[config.mk]
export PLATFORM = sky130hd
export DESIGN_NAME = tdp_datapath
export DESIGN_NICKNAME = d
export VERILOG_FILES = /design/src/rtl/tdp_pkg.sv /design/src/rtl/tdp_datapath.sv
export SDC_FILE = /design/constraint.sdc
export NUM_CORES = 1
export LEC_CHECK = 0
export BUFFER_PORTS_ARGS = -buffer_cell sky130_fd_sc_hd__buf_2
export CAP_MARGIN = 10
export CORE_MARGIN = 3
export CORE_UTILIZATION = 45
export CTS_BUF_LIST = sky130_fd_sc_hd__clkbuf_2 sky130_fd_sc_hd__clkbuf_4 sky130_fd_sc_hd__clkbuf_8
export CTS_CLUSTER_SIZE = 20
export DETAILED_ROUTE_END_ITERATION = 6
export PLACE_DENSITY = 0.61
export SLEW_MARGIN = 20
export SYNTH_ARGS = -nofsm -noshare
export SYNTH_HDL_FRONTEND = slang
export SYNTH_SLANG_ARGS = --single-unit
[constraint.sdc]
create_clock -name clk -period 4.4 [get_ports clk]
set_clock_uncertainty 0.15 [all_clocks]
set_input_delay 0.66 -clock clk [delete_from_list [all_inputs] [get_ports clk]]
set_output_delay 0.66 -clock clk [all_outputs]
set_load 0.02 [all_outputs]
[src/rtl/tdp_pkg.sv]
package tdp_pkg;

  typedef logic [2:0] step_t;

  localparam step_t STEP_IDLE  = 3'd0;
  localparam step_t STEP_SMALL = 3'd1;
  localparam step_t STEP_BOUND = 3'd2;
  localparam step_t STEP_DINIT = 3'd3;
  localparam step_t STEP_DSTEP = 3'd4;
  localparam step_t STEP_TREM  = 3'd5;
  localparam step_t STEP_NEXT  = 3'd6;
  localparam step_t STEP_EMIT  = 3'd7;

  typedef enum logic [2:0] {
    COND_NEVER,
    COND_ALWAYS,
    COND_NO_IN,
    COND_OUT_BUSY,
    COND_LT2,
    COND_SQ_GT,
    COND_BIT_NZ,
    COND_REM_Z
  } cond_t;

  typedef enum logic [2:0] {
    OP_NONE,
    OP_LOAD,
    OP_DIV_INIT,
    OP_DIV_STEP,
    OP_NEXT
  } op_t;

  typedef struct packed {
    cond_t cond;
    step_t target;
    op_t   op;
    logic  set_verdict;
    logic  verdict;
  } ctl_t;

  typedef struct packed {
    logic lt2;
    logic sq_gt;
    logic bit_nz;
    logic rem_z;
  } status_t;

endpackage

[src/rtl/tdp_datapath.sv]
module tdp_datapath #(
  parameter int WIDTH = 16
) (
  input  logic                clk,
  input  tdp_pkg::op_t        op,
  input  logic [WIDTH-1:0]    in_value,
  output tdp_pkg::status_t    status
);

  localparam int BW = $clog2(WIDTH);

  logic [WIDTH-1:0] value_r, value_nxt;
  logic [WIDTH-1:0] div_r, div_nxt;
  logic [WIDTH:0]   sq_r, sq_nxt;
  logic [WIDTH-1:0] rem_r, rem_nxt;
  logic [BW-1:0]    bit_r, bit_nxt;

  logic [WIDTH:0]   shifted;
  logic [WIDTH:0]   diff;
  logic [WIDTH-1:0] trial;

  assign shifted = {rem_r, value_r[bit_r]};
  assign diff    = shifted - {1'b0, div_r};
  assign trial   = (shifted >= {1'b0, div_r}) ? diff[WIDTH-1:0] : shifted[WIDTH-1:0];

  always_comb begin
    value_nxt = value_r;
    div_nxt   = div_r;
    sq_nxt    = sq_r;
    rem_nxt   = rem_r;
    bit_nxt   = bit_r;
    unique case (op)
      tdp_pkg::OP_LOAD: begin
        value_nxt = in_value;
        div_nxt   = WIDTH'(2);
        sq_nxt    = (WIDTH+1)'(4);
      end
      tdp_pkg::OP_DIV_INIT: begin
        rem_nxt = '0;
        bit_nxt = BW'(WIDTH-1);
      end
      tdp_pkg::OP_DIV_STEP: begin
        rem_nxt = trial;
        bit_nxt = bit_r - BW'(1);
      end
      tdp_pkg::OP_NEXT: begin
        div_nxt = div_r + WIDTH'(1);
        sq_nxt  = sq_r + {div_r, 1'b1};
      end
      default: begin
      end
    endcase
  end

  always_ff @(posedge clk) begin
    value_r <= value_nxt;
    div_r   <= div_nxt;
    sq_r    <= sq_nxt;
    rem_r   <= rem_nxt;
    bit_r   <= bit_nxt;
  end

  assign status.lt2    = value_r < WIDTH'(2);
  assign status.sq_gt  = sq_r > {1'b0, value_r};
  assign status.bit_nz = bit_r != '0;
  assign status.rem_z  = rem_r == '0;

endmodule

==> results of run 1 <==
-- per-layer routing --
layer  GRT usage  up-vias
met5           0        -
met4      0.0857        0
met3      0.0334       20
met2       0.285      120
met1       0.307     1994
li1            -     2026
-- power by group through the flow --
stage               Clock (uW)  Combinational [uW]  Sequential, uW
floorplan                    0                 248             788
global route               517                 362             788
detailed placement           0                 317             799
CTS                        485                 320             784
global placement             0                 310             799
finish                     472                 323             784
-- flip-flops by register name, indices dropped and copies added (netlist names) --
register	flops
bit_r	4
div_r	16
rem_r	16
sq_r	17
value_r	16
-- Yosys cell counts (all sizes together) (4+ instances only) --
cell	count	area (um2)
nor2	42	158
ha	50	626
a21oi	37	193
nor4	9	56.3
edfxtp	69	2070
or2	5	31.3
nand3	26	130
a21o	25	188
inv	47	176
nand2b	8	50.1
or3	7	43.8
nor2b	4	25.0
clkbuf	5	18.8
and3	6	37.5
nor3	16	80.1
nand4	11	68.8
a31oi	4	55.1
o211ai	5	37.5
o21a	4	30.0
mux4	4	90.1
buf	8	63.8
a211oi	8	60.1
xnor2	22	193
o21bai	4	30.0
nand2	18	67.6
xor2	7	61.3
o21ai	29	145
-- critical path: cells and delay by family, from the launching register on --
family | cells | cell delay (ns)
AO/OA/AOI/OAI | 8 | 1.36
adder cells (fa/ha/maj) | 2 | 0.61
flip-flops | 1 | 0.53
multiplexers | 1 | 0.56
buffers and inverters | 1 | 0.05
AND/OR/NAND/NOR | 1 | 0.19
-- kinds of logic after synthesis --
| family | share of synthesized area |
|---|---|
| DFF | 0.399 |
| buffers and inverters | 0.0498 |
| adders and majority gates | 0.128 |
| and+or+nand+nor | 0.156 |
| xor gates and xnor gates | 0.0489 |
| AOI/OAI and AO/OA | 0.197 |
| muxes | 0.0212 |
-- stage by stage --
stage	setup WS, ns	instance area (um2)	hold WS [ns]	util
2_1_floorplan	0.591	5200	0.405	-
3_3_place_gp	0.823	5450	0.431	0.492
3_5_place_dp	0.721	5450	0.445	0.492
4_1_cts	0.703	5620	0.295	0.507
5_1_grt	0.420	5620	0.292	0.507
6_report	0.696	5620	0.312	0.507
-- final timing paths --
path	start	endpoint	slack, ns	cells past startpoint
setup / recovery	bit_r[0]	rem_r[10]	0.70	13
hold / removal	in_value[11]	value_r[11]	0.31	1
setup reg to reg	bit_r[0]	rem_r[10]	0.70	13
hold reg to reg	sq_r[0]	sq_r[0]	0.46	1
-- final cells by class --
class	count	area, um2
clock inverters	5	37.5
inverters	47	176
fillers	1024	5460
clock buffers	10	131
flip-flops and latches	69	2070
well taps	140	175
repair buffers	28	153
multi-input cells	393	2870
==> results.cfg, run 1 <==
[timing]
report.final.hold_viol_count = 0
worst-slew-pin-transition_ns = 0.899
timing.fmax_mhz = 270
setup_total_negative_slack_ns = 0
final.period_utilization = 0.842
max_slew_violation_total_from_the_final_report = 0
rsz0062_at_grt = false
report.final.setup_viol = 0
min_period_ns = 3.70
maxSlewHeadroom = 0.399

[logic_synthesis]
synth-main-ff-cell = edfxtp_1
synth-async-reset-ratio = 0
ys_ff_latch = 69
synth.yosys.seq_area_share = 0.399
count_of_flip_flops_with_a_built_in_enable_after_synthesis = 69
syn-instance-count = 522
syn_nets = 594
syn-mean-instance-area_um2 = 9.96
syn_area_um2 = 5200
yosys_warnings = 0
synth.lib_cells_used.distinct = 60

[min_path]
timing.hold.worst.class = in2reg

[clock_tree]
post_cts.resized_instances = 0
post-cts-setup-buffer-count = 0
path_clk_slew_ns = 0.08
clock_sink_count = 69
cts-root-to-sink-buffers = 2
hold_fix_buffers_at_cts = 0
clock-root-buffer = clkbuf_8
cts-htree-levels = 3
number_of_clock_buffers_inserted_by_tritoncts = 9
clk-insertion-delay-late_ns = 0.37
cts_tree = yes

[power]
comb_power_share = 0.204
total_power_uw = 1580
cellInternalPower_uw = 1100
irDropWorstVdd_v = 0.000168
sequentialPowerShare = 0.497
static-leakage-power_uw = 0.00227
p_switching_uw = 480
power_switching_share = 0.304
clkPwrFrac = 0.299
powerDensity_nw_per_um2 = 281

[route]
top_layer = met4
route.layer.met1.wl_mm = 6.23
drt_pre_antenna_iters = 5
post_route_drc_violation_count = 0
1st_iter_drt_viols = 374
antenna_left = 0
routed_via_density = 6.01
wl_mm = 12.3
met3_length_um = 584
num_vias = 4160
wire_per_inst_um = 17.8
route.met2.wl_mm = 5.18

[setup_path]
timing.critical_path.from_type = flop
crit_slowest_cell = mux4_2
worst_ep_arrival_time_ns = 3.67
criticalPathCategory = reg2reg
worst_path_largest_cell_delay_ns = 0.56
path_max_fanout = 7
worstPathRequired_ns = 4.37
timing.critical_path.to_type = flop
crit_chain = mux4_2 > o21ai_1 > o22ai_1 > nor2_1 > ha_1 > inv_1 > fa_1 > a21o_1 > a31oi_1 > o21ai_0 > a211oi_1 > a211o_1 > a21oi_2

[grt]
first_global_vias = 3976
gr-usage-all-layers = 0.203
grt_pass1_wl_mm = 20.6
grt_max_degree = 34
grt_overflow = 0
initial_antenna_violation_count = 0

[floorplanning]
io_pins = 24
initial_core_util = 0.469
chipWidth_um = 113
design.core.area_um2 = 11100
die-height_um = 113
floorplan.rows = 38
die_area_um2 = 12900

[placement]
place.detailed.instances = 677
gp_congestion = 0.931
number_of_buffers_added_on_ports = 23
detailed_placement_hpwl_mm = 9.40

[final_layout]
antenna_diodes = 0
drive_gt1_frac = 0.109
fin_nets = 620
layout.cells.most_common = edfxtp_1
post_layout_nonfiller_instances = 692
syn_to_final_growth_pct = 8.04
mostFrequentLayoutCells = 69 x edfxtp_1, 50 x ha_1, 47 x inv_1

[status]
run_status = finished, final reports clean

[run]
maxCapViolations = 0
Power figures use the tool's default switching activity.
==> run 2: changes to the inputs <==
- ABC_AREA: default -> 1
- clock period: 4.4 -> 3.6 ns (I/O delays scaled with it)
==> run 2 against run 1 <==
Against the previous run:
- clock power grew 49%
- area after synthesis grew 11%
- sequential share of layout area shrank 3.8 points
- critical endpoint is now rem_r[8]
- highest routed layer unchanged
==> results.cfg, run 2 <==
[timing]
max_slew_violation_total_from_the_final_report = 0
final.period_utilization = 0.910
report.final.hold_viol_count = 0
setup_total_negative_slack_ns = 0
report.final.setup_viol = 0
min_period_ns = 3.27
worst-slew-pin-transition_ns = 0.819
rsz0062_at_grt = false
worst_slack_ns = 0.325
maxSlewHeadroom = 0.454
timing.fmax_mhz = 305

[final_layout]
largest_register_ffs = 17
post_layout_nonfiller_instances = 956
fin_nets = 855
mostFrequentLayoutCells = 182 x nand2_1, 121 x inv_1, 69 x nor2_1, 69 x edfxtp_1, 58 x nand3_1
layout.cells.most_common = nand2_1
antenna_diodes = 0
syn_to_final_growth_pct = 8.69
regMostFlops = sq_r
final_core_util = 0.511
drive_gt1_frac = 0.129

[route]
wl_mm = 14.1
wire_per_inst_um = 14.8
met3_length_um = 628
route.met2.wl_mm = 6.79
route.layer.met1.wl_mm = 6.33
num_vias = 4926
top_layer = met4
drt_pre_antenna_iters = 5
post_route_drc_violation_count = 0
antenna_left = 0
routed_via_density = 5.15
1st_iter_drt_viols = 341

[logic_synthesis]
synth-main-ff-cell = edfxtp_1
yosys_warnings = 0
synth-async-reset-ratio = 0
synth.yosys.seq_area_share = 0.360
syn-mean-instance-area_um2 = 7.63
synth.most_common_cell = nand2_1
syn_area_um2 = 5760
syn-instance-count = 755
synth.top_cells.by_count = 182 x nand2_1, 121 x inv_1, 69 x edfxtp_1, 69 x nor2_1, 58 x nand3_1
synth.lib_cells_used.distinct = 39
count_of_flip_flops_with_a_built_in_enable_after_synthesis = 69
yosys.area.top_type = edfxtp_1
synth.top_cells.by_area = edfxtp_1 36%, nand2_1 12%, ha_1 11%
syn_nets = 827
synth_top_area_frac = 0.360
ys_ff_latch = 69

[clock_tree]
number_of_clock_buffers_inserted_by_tritoncts = 9
cts-htree-levels = 3
hold_fix_buffers_at_cts = 0
path_clk_slew_ns = 0.08
clk-insertion-delay-late_ns = 0.34
clock_sink_count = 69
cts-root-to-sink-buffers = 2
post-cts-setup-buffer-count = 0
clock-root-buffer = clkbuf_8
cts_tree = yes
post_cts.resized_instances = 0

[grt]
grt_max_degree = 34
gr-usage-all-layers = 0.206
initial_antenna_violation_count = 0
grt_overflow = 0
first_global_vias = 4833
grt_pass1_wl_mm = 23.5

[placement]
number_of_buffers_added_on_ports = 23
gp_congestion = 0.934
detailed_placement_hpwl_mm = 11.3
place.detailed.instances = 940
dp_worst_setup_slack_ns = 0.361

[run]
maxCapViolations = 0

[power]
powerDensity_nw_per_um2 = 336
irDropWorstVdd_v = 0.000198
total_power_uw = 2100
static-leakage-power_uw = 0.00292

[setup_path]
path_max_fanout = 11
worstPathRequired_ns = 3.56
worst_ep_arrival_time_ns = 3.24
timing.critical_path.to_type = flop
criticalPathCategory = reg2reg
timing.critical_path.from_type = flop

[floorplanning]
floorplan.rows = 40
design.core.area_um2 = 12300
chipWidth_um = 119
die_area_um2 = 14200
io_pins = 24
initial_core_util = 0.470
die-height_um = 119

[status]
run_status = finished, final reports clean

[min_path]
timing.hold.worst.class = in2reg
## run 2: area by class of cell
class / instances / area [um2]
clock buffers: 9 / 124
clock inverters: 7 / 90.1
fillers: 1193 / 6000
inverters: 129 / 487
multi-input cells: 547 / 3130
flip-flops and latches: 69 / 2070
well taps: 168 / 210
repair buffers: 27 / 145
## run 2: logic make-up after synthesis
logic type,after synthesis,share of synthesized area
buffers and inverters,139,0.0982
xor gates and xnor gates,10,0.0152
AOI/OAI and AO/OA,85,0.0767
adders and majority gates,52,0.116
and+or+nand+nor,400,0.335
DFF,69,0.360
## run 2: per-layer routing
| metal | vias to the layer above | GRT usage |
|---|---|---|
| met5 | - | 0 |
| li1 | 2541 | - |
| met1 | 2236 | 0.269 |
| met2 | 126 | 0.346 |
| met3 | 23 | 0.0252 |
| met4 | 0 | 0.0876 |
## run 2: critical path: stages, from the launching register on
cell and delay [ns]:
edfxtp_1 0.54, clkinv_1 0.33, o21ai_0 0.28, nand3_1 0.10
nand2_1 0.07, nand2_1 0.09, inv_1 0.08, ha_1 0.14
inv_1 0.10, fa_1 0.45, nand2_1 0.08, nand3_1 0.12
nand3_1 0.10, nand3_1 0.09, xor2_1 0.18, nor2_4 0.12
nor2_2 0.03
## run 2: through the flow
step | hold WS (ns) | area [um2]
after global placement | 0.425 | 6050
after CTS | 0.192 | 6260
final | 0.216 | 6260
after floorplan | 0.405 | 5760
after global routing | 0.189 | 6260
after detailed placement | 0.438 | 6050
## run 2: worst paths after layout
check / depth (start not counted) / slack (ns) / from / to
setup / recovery: 16 / 0.33 / bit_r[0] / rem_r[8]
hold / removal: 1 / 0.22 / in_value[2] / value_r[2]
setup reg to reg: 16 / 0.33 / bit_r[0] / rem_r[8]
hold reg to reg: 1 / 0.45 / sq_r[0] / sq_r[0]
## run 2: power breakdown
group,total (uW),internal [uW],switching (uW)
registers,957,925,32.1
clock network,701,386,314
logic,447,154,293
total,2100,1470,639
